==> config.mk <==
export PLATFORM = sky130hd
export DESIGN_NAME = rgb_led_pwm_fade_controller_unit
export DESIGN_NICKNAME = d
export VERILOG_FILES = /design/src/hdl/rgbpwm_pkg.sv /design/src/hdl/rgb_led_pwm_fade_controller_unit.sv
export SDC_FILE = /design/constraint.sdc
export NUM_CORES = 1
export LEC_CHECK = 0
export BUFFER_PORTS_ARGS = -buffer_cell sky130_fd_sc_hd__buf_2
export CELL_PAD_IN_SITES_DETAIL_PLACEMENT = 0
export CELL_PAD_IN_SITES_GLOBAL_PLACEMENT = 1
export CORE_ASPECT_RATIO = 1.5
export CORE_MARGIN = 5
export CORE_UTILIZATION = 40
export DETAILED_ROUTE_END_ITERATION = 10
export PLACE_DENSITY = 0.67
export SYNTH_ARGS = -nofsm -noshare
export SYNTH_HDL_FRONTEND = slang
export SYNTH_SLANG_ARGS = --single-unit
==> constraint.sdc <==
create_clock -name clk_i -period 6 [get_ports clk_i]
set_clock_uncertainty 0.05 [all_clocks]
set_input_delay 0.6 -clock clk_i [delete_from_list [all_inputs] [get_ports clk_i]]
set_output_delay 0.6 -clock clk_i [all_outputs]
set_load 0.01 [all_outputs]
==> src/hdl/rgbpwm_pkg.sv <==
// Package for the RGB LED PWM fade controller.
// Holds the command codes, the item structs and the fixed widths.
// No dependencies.
package rgbpwm_pkg;

  localparam int unsigned NUM_CH   = 3;
  localparam int unsigned COLOUR_W = 8;
  localparam int unsigned DIV_W    = 7;

  typedef enum logic [1:0] {
    CMD_TICK = 2'd0,
    CMD_SET  = 2'd1,
    CMD_FADE = 2'd2,
    CMD_WAVE = 2'd3
  } cmd_e;

  typedef struct packed {
    cmd_e                cmd;
    logic [COLOUR_W-1:0] red;
    logic [COLOUR_W-1:0] green;
    logic [COLOUR_W-1:0] blue;
    logic [COLOUR_W-1:0] step_delay;
  } in_item_t;

  typedef struct packed {
    logic                red_on;
    logic                green_on;
    logic                blue_on;
    logic                fading;
    logic [COLOUR_W-1:0] red_level;
    logic [COLOUR_W-1:0] green_level;
    logic [COLOUR_W-1:0] blue_level;
  } out_item_t;

endpackage

==> src/hdl/rgb_led_pwm_fade_controller_unit.sv <==
// RGB LED PWM fade controller, top level: input register, state update, result register.
// Depends on rgbpwm_pkg.
//
// An item accepted into the input register is processed by the combinational update and its
// result is latched in the result register once that register is free. Throughput: one item
// per cycle, set by the single combinational update between the input register and the
// result register; the input stalls only while a result waits for out_ready_i.
// Reset: rst_ni clears every colour, duty, counter, direction and drive bit at once.
module rgb_led_pwm_fade_controller_unit
  import rgbpwm_pkg::*;
#(
  parameter int unsigned TICK_DIVIDE = 82,
  parameter int unsigned PWM_BITS    = 8
) (
  input  logic      clk_i,
  input  logic      rst_ni,
  input  logic      in_valid_i,
  output logic      in_ready_o,
  input  in_item_t  in_item_i,
  output logic      out_valid_o,
  input  logic      out_ready_i,
  output out_item_t out_item_o
);

  localparam logic [DIV_W-1:0]    DIV_LAST   = DIV_W'(TICK_DIVIDE);
  localparam logic [PWM_BITS-1:0] PHASE_FULL = {PWM_BITS{1'b1}};

  // Input stage.
  logic     in_valid_q;
  in_item_t in_q;

  // Result stage.
  logic      out_valid_q;
  out_item_t out_q, out_d;

  // Block state.
  logic [COLOUR_W-1:0] colour_q [NUM_CH];
  logic [COLOUR_W-1:0] colour_d [NUM_CH];
  logic [COLOUR_W-1:0] duty_q   [NUM_CH];
  logic [COLOUR_W-1:0] duty_d   [NUM_CH];
  logic [COLOUR_W-1:0] target_q [NUM_CH];
  logic [COLOUR_W-1:0] target_d [NUM_CH];
  logic [NUM_CH-1:0]   rising_q, rising_d;
  logic [NUM_CH-1:0]   drive_q, drive_d;
  logic [PWM_BITS-1:0] phase_q, phase_d;
  logic [DIV_W-1:0]    div_q, div_d;
  logic [COLOUR_W-1:0] delay_cnt_q, delay_cnt_d;
  logic [COLOUR_W-1:0] fade_delay_q, fade_delay_d;
  logic                fade_active_q, fade_active_d;

  logic out_free;
  logic advance;

  // Handshake: the result register frees when empty or being taken; the input
  // register frees when it moves on.
  assign out_free   = !out_valid_q || out_ready_i;
  assign advance    = in_valid_q && out_free;
  assign in_ready_o = !in_valid_q || advance;

  // Next state for the item in the input register.
  always_comb begin
    logic [COLOUR_W-1:0] rgb       [NUM_CH];
    logic [COLOUR_W-1:0] chk_tgt   [NUM_CH];
    logic [COLOUR_W-1:0] shifted;
    logic [PWM_BITS-1:0] duty_s;
    logic [DIV_W-1:0]    div_inc;
    logic [COLOUR_W-1:0] dly_after;
    logic [COLOUR_W-1:0] chk_delay;
    logic                chk_en;
    logic                done;

    rgb[0] = in_q.red;
    rgb[1] = in_q.green;
    rgb[2] = in_q.blue;

    colour_d      = colour_q;
    duty_d        = duty_q;
    target_d      = target_q;
    rising_d      = rising_q;
    drive_d       = drive_q;
    phase_d       = phase_q;
    div_d         = div_q;
    delay_cnt_d   = delay_cnt_q;
    fade_delay_d  = fade_delay_q;
    fade_active_d = fade_active_q;

    chk_tgt   = target_q;
    chk_delay = fade_delay_q;
    chk_en    = 1'b0;
    shifted   = '0;
    duty_s    = '0;
    div_inc   = div_q + 1'b1;
    dly_after = delay_cnt_q;

    case (in_q.cmd)
      CMD_TICK: begin
        // Advance the phase; at the wrap latch duties, drive nonzero channels; else drop finished ones.
        phase_d = phase_q + 1'b1;
        for (int k = 0; k < NUM_CH; k++) begin
          if (phase_d == '0) begin
            duty_d[k] = colour_q[k];
            shifted   = colour_q[k] >> (COLOUR_W - PWM_BITS);
            duty_s    = shifted[PWM_BITS-1:0];
            if (duty_s != '0) begin
              drive_d[k] = 1'b1;
            end
          end else begin
            shifted = duty_q[k] >> (COLOUR_W - PWM_BITS);
            duty_s  = shifted[PWM_BITS-1:0];
            if (phase_d >= duty_s && duty_s != PHASE_FULL) begin
              drive_d[k] = 1'b0;
            end
          end
        end
        // Divided tick counts the fade wait down, saturating at zero.
        if (div_inc >= DIV_LAST) begin
          div_d = '0;
          if (delay_cnt_q != '0) begin
            dly_after = delay_cnt_q - 1'b1;
          end
        end else begin
          div_d = div_inc;
        end
        delay_cnt_d = dly_after;
        chk_en      = fade_active_q && (dly_after == '0);
      end
      CMD_SET: begin
        colour_d      = rgb;
        fade_active_d = 1'b0;
      end
      CMD_FADE: begin
        target_d     = rgb;
        fade_delay_d = in_q.step_delay;
        chk_tgt      = rgb;
        chk_delay    = in_q.step_delay;
        chk_en       = 1'b1;
      end
      CMD_WAVE: begin
        // Ramp step: each channel counts up or down with wrap-around and reverses when it lands on zero.
        for (int k = 0; k < NUM_CH; k++) begin
          if (rising_q[k]) begin
            colour_d[k] = colour_q[k] + 1'b1;
            if (colour_d[k] == '0) begin
              rising_d[k] = 1'b0;
            end
          end else begin
            colour_d[k] = colour_q[k] - 1'b1;
            if (colour_d[k] == '0) begin
              rising_d[k] = 1'b1;
            end
          end
        end
        fade_active_d = 1'b0;
      end
      default: begin
        fade_active_d = fade_active_q;
      end
    endcase

    // Fade check: end when all targets are reached, else step once and reload the wait.
    done = 1'b1;
    for (int k = 0; k < NUM_CH; k++) begin
      if (colour_q[k] != chk_tgt[k]) begin
        done = 1'b0;
      end
    end
    if (chk_en) begin
      if (done) begin
        fade_active_d = 1'b0;
      end else begin
        for (int k = 0; k < NUM_CH; k++) begin
          if (colour_q[k] < chk_tgt[k]) begin
            colour_d[k] = colour_q[k] + 1'b1;
          end else if (colour_q[k] > chk_tgt[k]) begin
            colour_d[k] = colour_q[k] - 1'b1;
          end
        end
        delay_cnt_d   = chk_delay;
        fade_active_d = 1'b1;
      end
    end

    out_d.red_on      = drive_d[0];
    out_d.green_on    = drive_d[1];
    out_d.blue_on     = drive_d[2];
    out_d.fading      = fade_active_d;
    out_d.red_level   = colour_d[0];
    out_d.green_level = colour_d[1];
    out_d.blue_level  = colour_d[2];
  end

  // Control and state registers.
  always_ff @(posedge clk_i or negedge rst_ni) begin
    if (!rst_ni) begin
      in_valid_q    <= 1'b0;
      out_valid_q   <= 1'b0;
      rising_q      <= '0;
      drive_q       <= '0;
      phase_q       <= '0;
      div_q         <= '0;
      delay_cnt_q   <= '0;
      fade_delay_q  <= '0;
      fade_active_q <= 1'b0;
      for (int k = 0; k < NUM_CH; k++) begin
        colour_q[k] <= '0;
        duty_q[k]   <= '0;
        target_q[k] <= '0;
      end
    end else begin
      if (in_ready_o) begin
        in_valid_q <= in_valid_i;
      end
      if (out_free) begin
        out_valid_q <= in_valid_q;
      end
      if (advance) begin
        colour_q      <= colour_d;
        duty_q        <= duty_d;
        target_q      <= target_d;
        rising_q      <= rising_d;
        drive_q       <= drive_d;
        phase_q       <= phase_d;
        div_q         <= div_d;
        delay_cnt_q   <= delay_cnt_d;
        fade_delay_q  <= fade_delay_d;
        fade_active_q <= fade_active_d;
      end
    end
  end

  // Payload registers: load on handshake, no reset.
  always_ff @(posedge clk_i) begin
    if (in_valid_i && in_ready_o) begin
      in_q <= in_item_i;
    end
    if (advance) begin
      out_q <= out_d;
    end
  end

  assign out_valid_o = out_valid_q;
  assign out_item_o  = out_q;

`ifndef SYNTHESIS
  // Divider never reaches its terminal count between ticks.
  a_div_range: assert property (@(posedge clk_i) disable iff (!rst_ni)
    div_q < DIV_LAST)
    else $error("tick divider out of range");

  // A set or wave item always leaves the fade cancelled.
  a_cancel: assert property (@(posedge clk_i) disable iff (!rst_ni)
    advance && (in_q.cmd == CMD_SET || in_q.cmd == CMD_WAVE) |=> !fade_active_q)
    else $error("fade survived a set or wave item");

  // Only a tick may change the LED drives.
  a_drive_hold: assert property (@(posedge clk_i) disable iff (!rst_ni)
    advance && in_q.cmd != CMD_TICK |=> drive_q == $past(drive_q))
    else $error("drive changed on a non-tick item");

  // Back pressure on the input only while a result waits.
  a_stall: assert property (@(posedge clk_i) disable iff (!rst_ni)
    !in_ready_o |-> out_valid_o && !out_ready_i)
    else $error("input stalled with a free result register");
`endif

endmodule
==> flow_results.org, run 1 <==
** Run
- Max-cap violations in this run came to 0.

** Floorplanning
- 68 I/O pins were placed.
- In this run the core area contains 74 standard-cell rows.
- Measured along the x axis, the die boundary spans roughly 140 um.
- Starting density of the core :: between 40% and 50%
- Measured along the y axis, the die boundary spans 212.0 um.
- Die area :: about 31,000 um2
- Core Region :: 27,040 um2

** Synthesis
- Synthesis produced a netlist whose cell count is 1,124.
- The top cell type by area accounts for between 20 and 30% of the synthesized area.
- Warnings from Yosys :: 0
- The synthesized netlist occupies a cell area of 10,880 um2.
- The synthesized design contains 174 register bits.
- Asr flop ratio synth :: between 60% and 70%
- Counting every net in the synthesized netlist gives roughly 1,200.
- In the synthesized netlist the dominant register cell turns out to be sky130_fd_sc_hd__dfrtp_1.
- By area the synthesized netlist is led by sky130_fd_sc_hd__dfrtp_1 (26%), sky130_fd_sc_hd__edfxtp_1 (17%), sky130_fd_sc_hd__ha_1 (7.5%).
- The biggest area contributor in the post-synthesis netlist is sky130_fd_sc_hd__dfrtp_1.
- A synthesized cell averages between 9 and 10 um2.
- Sequential cells were found to cover roughly 43% of the synthesized design area.
- The synthesized design contains just over 60 enable-type register cells.
- Post-synth cell types :: between 70 and 80

** STA
- Fin. Hold Viols :: 0
- In the finished design, the share of the clock period the worst path needs comes to between 70% and 80%.
- RSZ-0062 raised after global routing :: no
- Setup total negative slack on the finished layout was measured at 0 ns.
- Headroom to the max-slew limit came out at between 20% and 30%.
- Setup slack closes at 1.331 ns.
- At the pin with the least slew margin, the transition time is ~1.0 ns.
- Derived from the worst setup path, the maximum achievable clock frequency is 214.2 MHz.
- The worst path needs between 4 and 5 ns of the cycle, external delays included.
- Number of endpoints failing setup at the final stage :: 0
- The number of max-slew violations in the final report is 0.

** Setup path
- STA puts the critical path data arrival time at 4.82 ns.
- In this run the worst path has a maximum fanout of 23.
- The worst setup path is captured at a register.
- Setup slack on the worst reg-to-reg path comes out at roughly 1.3 ns.
- Number of buffers and inverters on the critical path :: 0
- Critical path data required time :: slightly above 6 ns
- Slowest cell on crit path :: sky130_fd_sc_hd__o21a_1
- Reg2reg end :: out_item_o[18]
- Logic depth of the worst path, buffers included :: 10
- Critical path cell sequence :: nor2b_4 -> mux2i_1 -> ha_1 -> and2_1 -> nand3_1 -> nor2_1 -> nand2_1 -> o21a_1 -> a21oi_1 -> or2_2
- Depth of the most critical reg-to-reg path :: 10
- Worst Setup Start Kind :: register
- The worst setup path is of the reg2reg kind.
- Cell family with the largest share of critical-path delay :: simple AND/OR/NAND/NOR gates
- R2R Path Start :: in_q[32]
- Largest stage delay, worst path :: around 0.87 ns

** Routing
- After detailed routing, the number of remaining DRC violations is 0.
- Dividing the detail-routed wire length by the instance count gives 19.88 um.
- The first detailed-routing pass ran for 5 iterations.
- Summing over every cut layer, the via total after detailed routing is 8,528.
- Initial DRC Count :: a little under 500
- Via density per instance :: between 5 and 6
- The final layout contains routed wiring with a total length of 29,980 um.
- Once detail routing completed, the nets flagged for antenna violations numbered 0.

** Power
- Static leakage :: 5.012 nW
- The clock network is responsible for between 20% and 30% of the overall power.
- Portion of total power attributed to sequential cells :: around 37%
- In this run the power density over the cells is about 460 nW/um2.
- Switching part of the total :: ~40%
- Internal power summed over all cells :: between 3 and 4 mW
- Share of power burned in combinational logic :: approximately two fifths
- Net load switching power :: about 2.2 mW
- IR drop worst, VDD :: 0.2299 mV

** Clock network
- Post-CTS repair changed the size of 0 cells.
- Library cell used as clock root buffer :: sky130_fd_sc_hd__clkbuf_16
- Post-CTS timing repair inserted 0 buffers for setup.
- The H-tree was split into 4 levels.
- The clock reaches the later pin of the worst-skew pair after 0.45 ns.
- The clock net in this run drives a total of roughly 170 sinks.
- The clock passes through at most 2 buffers.
- Total CTS buffers :: 17
- TritonCTS built the clock tree.
- Hold Buf Count CTS :: 0
- Clk slew on worst S/H paths :: ~0.070 ns

** Cells and area
- Cells fill between 40 and 50% of the core in the end.
- Filler cell count in the final layout :: between 2,000 and 3,000
- In the final design database the tool counted about 1,300 nets.
- Layout-stage area growth over the synthesis result :: 11.53%
- Ratio of cells with drive above 1 in the final layout :: between 10% and 20%
- The repair_antennas step left the layout with diodes totalling 0.

** Placement
- Port Buf Inserts :: 67
- Worst Setup Slack post-DPL :: about 1.4 ns
- After legalization and detailed placement, the total HPWL measured 21,660 um.
- Final GP Congestion :: between 0.8 and 0.9

** Global route
- First-pass GRT wire length :: between 40,000 and 50,000 um
- Pin count of the biggest net entering global routing :: 57
- Antenna violations before repair :: 0
- Global routing finished with a remaining overflow of 0.
- Global routing used about a fifth of the available tracks across all layers.
- The number of global-route vias before repair is just under 9,000.

** Run status
- Outcome :: completed

** Hold path
- The path class of the tightest hold or removal check is in2async.
## worst max path at each step
stage	slack [ns]	startpoint	end
after CTS	1.33	in_q[32]	out_item_o[18]
after detailed placement	1.37	in_q[32]	out_item_o[18]
after global routing	1.09	in_q[32]	out_item_o[19]
after floorplan	1.46	in_q[33]	colour_q[15]
after global placement	1.42	in_q[32]	out_item_o[18]
final	1.33	in_q[32]	out_item_o[18]
## power groups by stage
stage	clock network (mW)	registers, mW	logic (mW)
2_1_floorplan	0	1.79	1.94
3_3_place_gp	0	2.10	2.30
3_5_place_dp	0	2.09	2.31
4_1_cts	1.26	2.07	2.33
5_1_grt	1.30	2.13	2.63
6_report	1.23	2.07	2.31
## cell type report
type,count,area [um2],share of cell area [%]
tap,342,427.9,3.528
timing repair buffer,82,450.4,3.713
clock inverter,13,202.7,1.671
clock buffer,19,442.9,3.651
inverter,41,153.9,1.269
sequential,174,4664,38.45
multi-input combinational,837,5788,47.72
## layer usage
metal | GRT usage, % | wire length (um) | up-vias
li1 | - | - | 4174
met1 | 25.36 | 12900 | 4131
met2 | 35.53 | 15390 | 183
met3 | 2.893 | 998 | 40
met4 | 7.049 | 689 | 0
met5 | 0 | 0 | -
## cells by family (layout without fill, tap and decap cells)
family | Yosys count | count (layout) | share of synthesized area, %
buffers and inverters | 113 | 155 | 4.003
multiplexers | 86 | 86 | 8.444
AND/OR/NAND/NOR | 358 | 358 | 15.79
adder cells (fa/ha/maj) | 65 | 65 | 7.477
flip-flops | 174 | 174 | 42.89
AO/OA/AOI/OAI | 279 | 279 | 17.45
XOR/XNOR | 49 | 49 | 3.946
## cell usage after synthesis (13+ instances only)
library cell and instances:
sky130_fd_sc_hd__a21o_1 28, sky130_fd_sc_hd__a21oi_1 44, sky130_fd_sc_hd__a31oi_1 16, sky130_fd_sc_hd__and3_1 13, sky130_fd_sc_hd__clkbuf_1 58, sky130_fd_sc_hd__dfrtp_1 112
sky130_fd_sc_hd__edfxtp_1 62, sky130_fd_sc_hd__ha_1 65, sky130_fd_sc_hd__inv_1 41, sky130_fd_sc_hd__mux2_2 46, sky130_fd_sc_hd__mux2i_1 40, sky130_fd_sc_hd__nand2_1 132
sky130_fd_sc_hd__nand2b_1 16, sky130_fd_sc_hd__nand3_1 50, sky130_fd_sc_hd__nor2_1 61, sky130_fd_sc_hd__nor3_1 24, sky130_fd_sc_hd__o21ai_0 77, sky130_fd_sc_hd__xnor2_1 33
sky130_fd_sc_hd__xor2_1 16
## metrics by stage
stage | instance area (um2) | cells | hold slack [ns] | total power, mW
detailed placement | 11480 | 1476 | 0.4169 | 4.408
floorplan | 10880 | 1124 | 0.2544 | 3.729
finish | 12130 | 1508 | 0.04310 | 5.611
global placement | 11480 | 1476 | 0.4141 | 4.397
global route | 12130 | 1508 | 0.06196 | 6.052
CTS | 12130 | 1508 | 0.04534 | 5.658
## sequential cells by signal, indices dropped and copies added (netlist names), 3 cells and up
signal and flops:
in_q 34, target_q 24, delay_cnt_q 8, div_q 7
drive_q 3, rising_q 3, out_item_o 28, fade_delay_q 8
colour_q 24, duty_q 24, phase_q 8
## worst reg2reg max path, stage by stage, from the launching register on
cell                       delay (ns)
sky130_fd_sc_hd__edfxtp_1        0.61
sky130_fd_sc_hd__nor2b_4         0.77
sky130_fd_sc_hd__mux2i_1         0.40
sky130_fd_sc_hd__ha_1            0.30
sky130_fd_sc_hd__and2_1          0.19
sky130_fd_sc_hd__nand3_1         0.31
sky130_fd_sc_hd__nor2_1          0.12
sky130_fd_sc_hd__nand2_1         0.26
sky130_fd_sc_hd__o21a_1          0.87
sky130_fd_sc_hd__a21oi_1         0.20
sky130_fd_sc_hd__or2_2           0.34
## layout by cell type, fill, tap and decap left out, types with 17 or more instances in the layout
cell type | Yosys | layout
sky130_fd_sc_hd__a21o_1 | 28 | 28
sky130_fd_sc_hd__a21oi_1 | 44 | 44
sky130_fd_sc_hd__buf_2 | 3 | 66
sky130_fd_sc_hd__clkbuf_16 | 0 | 17
sky130_fd_sc_hd__dfrtp_1 | 112 | 112
sky130_fd_sc_hd__edfxtp_1 | 62 | 62
sky130_fd_sc_hd__ha_1 | 65 | 65
sky130_fd_sc_hd__inv_1 | 41 | 40
sky130_fd_sc_hd__mux2_2 | 46 | 46
sky130_fd_sc_hd__mux2i_1 | 40 | 40
sky130_fd_sc_hd__nand2_1 | 132 | 131
sky130_fd_sc_hd__nand3_1 | 50 | 50
sky130_fd_sc_hd__nor2_1 | 61 | 61
sky130_fd_sc_hd__nor3_1 | 24 | 24
sky130_fd_sc_hd__o21ai_0 | 77 | 77
sky130_fd_sc_hd__xnor2_1 | 33 | 33
Note: power is estimated with default switching activity, not from simulation.
==> run 2, diff against run 1 <==
- PLACE_DENSITY: 0.67 -> 0.69
- clock period: 6 -> 3.9 ns (I/O delays scaled with it)
==> flow_results.org, run 2 (same netlist as run 1, synthesis figures left out) <==
** Run status
- Outcome: completed (unchanged).

** Setup path
- Depth of the most critical reg-to-reg path :: 13 (was 10)
- Setup crit start :: in_q[32] (unchanged)
- The startpoint of the worst register-to-register path is in_q[32] (unchanged).
- Top fanout value on the critical path :: 21 (was 23)
- Reg2reg end :: colour_q[11] (was out_item_o[18])
- Worst setup path endpoint :: colour_q[11] (was out_item_o[18])
- Worst reg-to-reg setup slack :: 0.25 ns (was 1.33 ns)
- Type of the worst setup path :: reg2reg (unchanged)
- Crit. End Element :: register (unchanged)
- The worst endpoint required time came to 4.19 ns (was 6.15 ns).
- The cell with the largest stage delay on the worst path is sky130_fd_sc_hd__a221o_1 (was sky130_fd_sc_hd__o21a_1).
- Critical path cell sequence :: nor2b_4 -> buf_12 -> mux2i_1 -> ha_1 -> and3_1 -> a221oi_1 -> o21bai_1 -> a221o_1 -> nand3_1 -> a21oi_1 -> a311oi_1 -> o2bb2ai_1 -> mux2_2 (was nor2b_4 -> mux2i_1 -> ha_1 -> and2_1 -> nand3_1 -> nor2_1 -> nand2_1 -> o21a_1 -> a21oi_1 -> or2_2)
- Largest stage delay, worst path :: 0.49 ns (was 0.87 ns)
- The startpoint class of the critical path is a register (unchanged).
- Critical path arrival :: 3.94 ns (was 4.82 ns)

** Cells and area
- The count of inserted antenna diode cells was 0 (unchanged).
- Most frequent cells in the layout: sky130_fd_sc_hd__nand2_1 (131), sky130_fd_sc_hd__dfrtp_1 (112), sky130_fd_sc_hd__o21ai_0 (77) (unchanged).
- Ratio of cells with drive above 1 in the final layout :: 17.92% (was 15.52%)
- Final layout net count :: 1,291 (was 1,256)
- The flip-flop count of the largest register, all copies and words added came to 34 (unchanged).
- Most common library cell in the layout ignoring fill and taps :: sky130_fd_sc_hd__nand2_1 (unchanged)
- Post-route insts no fill :: 1,542 (was 1,508)
- The synthesis-to-layout area growth is 14.10% (was 11.53%).
- Largest reg by FF count :: in_q (unchanged)

** Global route
- The pin count of the biggest net entering global routing was 65 (was 57).
- The combined global-route utilization of all metal layers is 20.99% (was 20.29%).
- The number of global-route vias before repair was 8,769 (was 8,662).
- Antenna violations before repair :: 0 (unchanged)
- The remaining global-route overflow is 0 (unchanged).
- First-pass GRT wire length :: 49,160 um (was 48,150 um)

** STA
- The worst-case headroom to the max-slew limit is 38.22% (was 29.95%).
- Smallest setup slack after layout :: 0.2506 ns (was 1.331 ns)
- The number of max-slew violations in the final report came to 0 (unchanged).
- The final sum of negative setup slack is 0 ns (unchanged).
- The total setup violations reported at the end of the flow was 0 (unchanged).
- The highest achievable clock rate came to 274.0 MHz (was 214.2 MHz).
- RSZ-0062 raised after global routing :: no (unchanged)
- Transition time at the pin with the least slew margin :: 0.9266 ns (was 1.048 ns)
- Period utilisation layout :: 93.57% (was 77.81%)
- The clock period minus final worst setup slack is 3.649 ns (was 4.669 ns).
- Fin. Hold Viols :: 0 (unchanged)

** Clock network
- The clock tree root driver cell is sky130_fd_sc_hd__clkbuf_16 (unchanged).
- Total CTS buffers :: 17 (unchanged)
- Number of clock sinks :: 174 (unchanged)
- The largest buffer count on any clock path came to 2 (unchanged).
- Clock latency reported for the late side of the worst-skew pair :: 0.46 ns (was 0.45 ns)
- The H-tree level count is 4 (unchanged).
- Post-CTS Setup Bufs :: 0 (unchanged)
- The register clock-pin slew on the reported worst setup and hold paths was 0.06 ns (was 0.07 ns).
- The clock tree from TritonCTS is done (unchanged).

** Power
- Switching part of the total :: 39.89% (was 40.04%)
- IR drop worst, VDD :: 0.3792 mV (was 0.2299 mV)
- The register share of total power came to 33.4% (was 36.9%).
- The internal power of the cells is 5.221 mW (was 3.365 mW).
- Share of power burned in combinational logic :: 46.5% (was 41.2%)
- Net load switching power :: 3.465 mW (was 2.247 mW)
- The cell leakage power was 5.187 nW (was 5.012 nW).
- Power per unit of standard cell area :: 699.9 nW/um2 (was 462.6 nW/um2)
- The share of total power in the clock network was 20.1% (was 21.8%).

** Routing
- The via count is 8,619 (was 8,528).
- Initial DRC Count :: 511 (was 484)
- The per-cell routed wire length came to 19.89 um (was 19.88 um).
- The number of remaining DRC errors came to 0 (unchanged).
- The total wire length came to 30,660 um (was 29,980 um).
- The post-detailed-route via-to-cell ratio is 5.589 (was 5.655).
- The post-route antenna net violation count is 0 (unchanged).
- Pre-antenna DRT Iters :: 5 (unchanged)

** Floorplanning
- Die area :: 30,660 um2 (unchanged)
- The starting density of the core is 40.23% (unchanged).
- Height of the die :: 212.0 um (unchanged)
- Boundary pin count :: 68 (unchanged)
- The cell row count is 74 (unchanged).
- The core box area came to 27,040 um2 (unchanged).
- The chip width was 144.6 um (unchanged).

** Placement
- The number of port buffers is 67 (unchanged).
- The post-DP HPWL is 22,410 um (was 21,660 um).
- Placed Instances :: 1,510 (was 1,476)
- Final GP Congestion :: 0.8941 (was 0.8285)
- Worst Setup Slack post-DPL :: 0.2900 ns (was 1.365 ns)

** Hold path
- Hold Crit Depth :: 1
- The classification of the worst-slack hold path is in2reg (was in2async).

** Run
- Number of violations of the max-capacitance limit :: 0 (unchanged)
[run 2: changes by cell type in the layout (fill, tap and decap cells not counted), moves of 3 or more]
cell                        previous run  this run
sky130_fd_sc_hd__inv_6                 4         1
sky130_fd_sc_hd__buf_12                0         4
sky130_fd_sc_hd__buf_4                16        46
sky130_fd_sc_hd__bufinv_16             4         1
[run 2: area by class of cell]
cell class	count	area [um2]
Tap cell	342	427.9
Clock buffer	24	524.3
Fill cell	2608	14630
Clock inverter	7	72.57
Multi-Input combinational cell	837	5802
Inverter	41	153.9
Timing Repair Buffer	117	765.7
Sequential cell	174	4664
[run 2: how the worst min path moves through the flow]
stage                  startpoint     endpoint
CTS                  in_item_i[6]      in_q[6]
global route         in_item_i[6]      in_q[6]
finish              in_item_i[13]     in_q[13]
detailed placement    target_q[8]  target_q[8]
global placement      target_q[8]  target_q[8]
floorplan                  rst_ni  colour_q[0]
[run 2: per-stage QoR]
step	util [%]	hold WS (ns)	cell area, um2	power [mW]
global placement	43.66	0.4093	11800	6.924
floorplan	-	0.04441	10900	5.762
finish	45.90	0.05615	12410	8.686
global route	45.90	0.02805	12410	9.379
CTS	45.90	0.03668	12410	8.751
detailed placement	43.66	0.4167	11800	6.967
[run 2: per-layer routing]
layer / vias to the layer above / GRT usage (%) / part of all wire [%]
met5: - / 0 / 0
met2: 169 / 36.09 / 52
met3: 51 / 3.910 / 2.9
met4: 0 / 8.851 / 3.1
met1: 4162 / 25.56 / 42
li1: 4237 / - / -
[run 2: power by group through the flow]
stage | Clock, mW | Combinational, mW | Sequential [mW]
global route | 1.87 | 4.55 | 2.96
finish | 1.75 | 4.04 | 2.90
global placement | 0 | 4.00 | 2.93
floorplan | 0 | 3.01 | 2.76
detailed placement | 0 | 4.03 | 2.93
CTS | 1.79 | 4.06 | 2.90
[run 2: repair_timing]
action                                  4_1_cts  5_1_grt
hold buffers                                  1        0
endpoints found under the setup margin        0        7
hold endpoints to repair                     48        0
resized for setup                             0        1
[run 2: critical path, delay by kind of cell (launching register included)]
kind	cells	cell delay, ns
adder cells (fa/ha/maj)	1	0.28
AND/OR/NAND/NOR	3	0.52
AO/OA/AOI/OAI	6	1.50
multiplexers	2	0.52
buffers and inverters	1	0.20
flip-flops	1	0.46
==> run 3, diff against run 2 <==
- PLACE_DENSITY: 0.69 -> 0.67
- clock period: 3.9 -> 3.7 ns (I/O delays scaled with it)
==> flow_results.org, run 3 (same netlist as run 1, synthesis figures left out) <==
** Hold path
- Hold Crit Depth :: 1 (unchanged)
- Worst hold path class :: in2reg (unchanged)
- The launch instance of the worst min-delay path was in_item_i[24] (was in_item_i[13]).
- The end point of the worst hold path is in_q[24] (was in_q[13]).

** Cells and area
- Ant diodes :: 0 (unchanged)
- Most frequent cells in the layout :: sky130_fd_sc_hd__nand2_1 (131), sky130_fd_sc_hd__dfrtp_1 (112), sky130_fd_sc_hd__o21ai_0 (76) (was sky130_fd_sc_hd__nand2_1 (131), sky130_fd_sc_hd__dfrtp_1 (112), sky130_fd_sc_hd__o21ai_0 (77))
- Filler cell count in the final layout :: 2,636 (was 2,608)
- Post-route insts no fill :: 1,554 (was 1,542)
- Ratio of cells with drive above 1 in the final layout :: 19.14% (was 17.92%)
- Layout-stage area growth over the synthesis result :: 14.66% (was 14.10%)
- The layout net count came to 1,302 (was 1,291).
- The flip-flop count of the largest register, all copies and words added is 34 (unchanged).
- The register with the most flip-flops is in_q (unchanged).
- The most common cell after layout, fill and taps aside was sky130_fd_sc_hd__nand2_1 (unchanged).

** Setup path
- Reg2reg end :: colour_q[5] (was colour_q[11])
- Critical path data required time :: 3.98 ns (was 4.19 ns)
- Top fanout value on the critical path :: 15 (was 21)
- The sum of buffers and inverters on the critical path came to 3 (was 1).
- The critical path arrival is 3.78 ns (was 3.94 ns).
- Depth of the most critical reg-to-reg path :: 14 (was 13)
- The critical path's top delay family is compound AO/OA/AOI/OAI gates (unchanged).
- R2R Path Start :: in_q[32] (unchanged)
- The delay contributed by the slowest stage of the critical path was 0.44 ns (was 0.49 ns).
- Crit. End Element :: register (unchanged)
- Critical path cell sequence: nor2b_4 -> buf_4 -> mux2i_1 -> ha_1 -> a21o_1 -> a2111oi_1 -> o21bai_1 -> a31oi_2 -> buf_12 -> inv_1 -> nand3b_1 -> o21ai_0 -> a22o_1 -> mux2_2 (was nor2b_4 -> buf_12 -> mux2i_1 -> ha_1 -> and3_1 -> a221oi_1 -> o21bai_1 -> a221o_1 -> nand3_1 -> a21oi_1 -> a311oi_1 -> o2bb2ai_1 -> mux2_2).
- Logic depth of the worst path, buffers included :: 14 (was 13)
- Worst reg-to-reg setup slack :: 0.21 ns (was 0.25 ns)
- The startpoint class of the critical path was a register (unchanged).
- The category of the most critical setup path is reg2reg (unchanged).
- Slowest cell on crit path :: sky130_fd_sc_hd__edfxtp_1 (was sky130_fd_sc_hd__a221o_1)

** Run
- Number of violations of the max-capacitance limit :: 0 (unchanged)

** Placement
- The number of port buffers is 67 (unchanged).
- The total placed cells including tap cells was 1,518 (was 1,510).
- Worst Setup Slack post-DPL :: 0.07365 ns (was 0.2900 ns)
- Half-perimeter wire length after detailed placement :: 21,840 um (was 22,410 um)
- The final estimated routing congestion in global placement was 0.8576 (was 0.8941).

** Routing
- Number of vias after detailed routing :: 8,732 (was 8,619)
- The per-cell routed wire length is 19.10 um (was 19.89 um).
- Initial DRC Count :: 455 (was 511)
- The total wire length was 29,680 um (was 30,660 um).
- The post-detailed-route via-to-cell ratio is 5.619 (was 5.589).
- The post-route antenna net violation count is 0 (unchanged).
- The number of remaining DRC errors was 0 (unchanged).
- Pre-antenna DRT Iters :: 5 (unchanged)

** STA
- The smallest hold slack was 0.03701 ns (was 0.05615 ns).
- Clock period minus worst slack :: 3.494 ns (was 3.649 ns)
- Fin. Hold Viols :: 0 (unchanged)
- Max_slew headroom :: 41.76% (was 38.22%)
- Period utilisation layout :: 94.42% (was 93.57%)
- Highest clock rate :: 286.2 MHz (was 274.0 MHz)
- Sum of negative setup slack :: 0 ns (unchanged)
- Number of pins with negative max-slew slack in the final report :: 0 (unchanged)
- Smallest setup slack after layout :: 0.2064 ns (was 0.2506 ns)
- The transition time at the pin with the least slew margin was 0.8736 ns (was 0.9266 ns).
- The total setup violations reported at the end of the flow is 0 (unchanged).

** Clock network
- The latest clock arrival within the worst-skew pair is 0.45 ns (was 0.46 ns).
- Number of clock sinks :: 174 (unchanged)
- Clk slew on worst S/H paths :: 0.07 ns (was 0.06 ns)
- Total number of H-tree levels :: 4 (unchanged)
- The clock tree root driver cell was sky130_fd_sc_hd__clkbuf_16 (unchanged).
- CTS tree :: done (unchanged)
- Total CTS buffers :: 17 (unchanged)
- Clock Tree Buf Depth :: 2 (unchanged)

** Global route
- The remaining global-route overflow was 0 (unchanged).
- Via count of the first global-routing pass :: 8,706 (was 8,769)
- First-pass GRT wire length :: 48,380 um (was 49,160 um)
- The number of antenna violations at the first check in global routing was 0 (unchanged).
- The pin count of the biggest net entering global routing is 60 (was 65).
- The combined global-route utilization of all metal layers was 20.36% (was 20.99%).

** Run status
- Outcome :: completed (unchanged)

** Floorplanning
- The height of the die is 212.0 um (unchanged).
- The chip width came to 144.6 um (unchanged).
- Core Region :: 27,040 um2 (unchanged)
- The area of the die came to 30,660 um2 (unchanged).
- The cell row count came to 74 (unchanged).
- The starting density of the core was 40.23% (unchanged).
- Boundary pin count :: 68 (unchanged)

** Power
- The cell leakage power is 5.220 nW (was 5.187 nW).
- The worst ir drop on vdd is 0.4101 mV (was 0.3792 mV).
- Power per unit of standard cell area :: 725.3 nW/um2 (was 699.9 nW/um2)
- Design Power :: 9.044 mW (was 8.686 mW)
-- run 3: report_power, final --
group / internal, mW / switching (mW) / leakage (nW)
sequential: 2.53 / 0.524 / 2.02
combinational: 1.98 / 2.32 / 2.93
clock: 0.901 / 0.791 / 0.273
-- run 3: per-layer routing --
layer | global-route usage (%) | up-vias | part of all wire (%)
li1 | - | 4273 | -
met1 | 27.06 | 4227 | 44
met2 | 33.69 | 188 | 50
met3 | 3.254 | 44 | 3.3
met4 | 6.920 | 0 | 2.4
met5 | 0 | - | 0
-- run 3: worst register-to-register path, delay by kind of cell, from the launching register on --
family	cells	cell delay, ns
simple gates	2	0.26
buf+inv	3	0.47
compound gates	6	1.33
fa+ha+maj	1	0.30
mux	2	0.53
flops	1	0.44
-- run 3: area by class of cell --
| cell class | count | area [um2] | share of cell area (%) |
|---|---|---|---|
| clock buffers | 21 | 460.4 | 3.692 |
| repair buffers | 128 | 848.3 | 6.802 |
| well taps | 342 | 427.9 | 3.431 |
| inverters | 41 | 153.9 | 1.234 |
| multi-input cells | 837 | 5836 | 46.79 |
| clock inverters | 11 | 80.08 | 0.6421 |
| flip-flops and latches | 174 | 4664 | 37.40 |
-- run 3: stage by stage --
| step | util [%] | cell area, um2 |
|---|---|---|
| floorplan | - | 10920 |
| global placement | 43.90 | 11870 |
| detailed placement | 43.90 | 11870 |
| CTS | 45.94 | 12420 |
| global route | 46.13 | 12470 |
| finish | 46.13 | 12470 |
-- run 3: timing repair --
| item | in CTS | in global routing |
|---|---|---|
| endpoints found under the hold margin | 41 | 0 |
| hold buffers | 1 | 0 |
| setup buffers | 0 | 3 |
| gates resized for setup | 0 | 7 |
| setup endpoints to repair | 0 | 39 |
-- run 3: how the worst max path moves through the flow --
stage / startpoint / endpoint / slack (ns)
5_1_grt: in_q[32] / colour_q[5] / -0.001
3_5_place_dp: in_q[32] / colour_q[12] / 0.07
2_1_floorplan: in_q[33] / colour_q[11] / 0.02
3_3_place_gp: in_q[32] / colour_q[12] / 0.10
4_1_cts: in_q[32] / colour_q[12] / 0.02
6_report: in_q[32] / colour_q[5] / 0.21
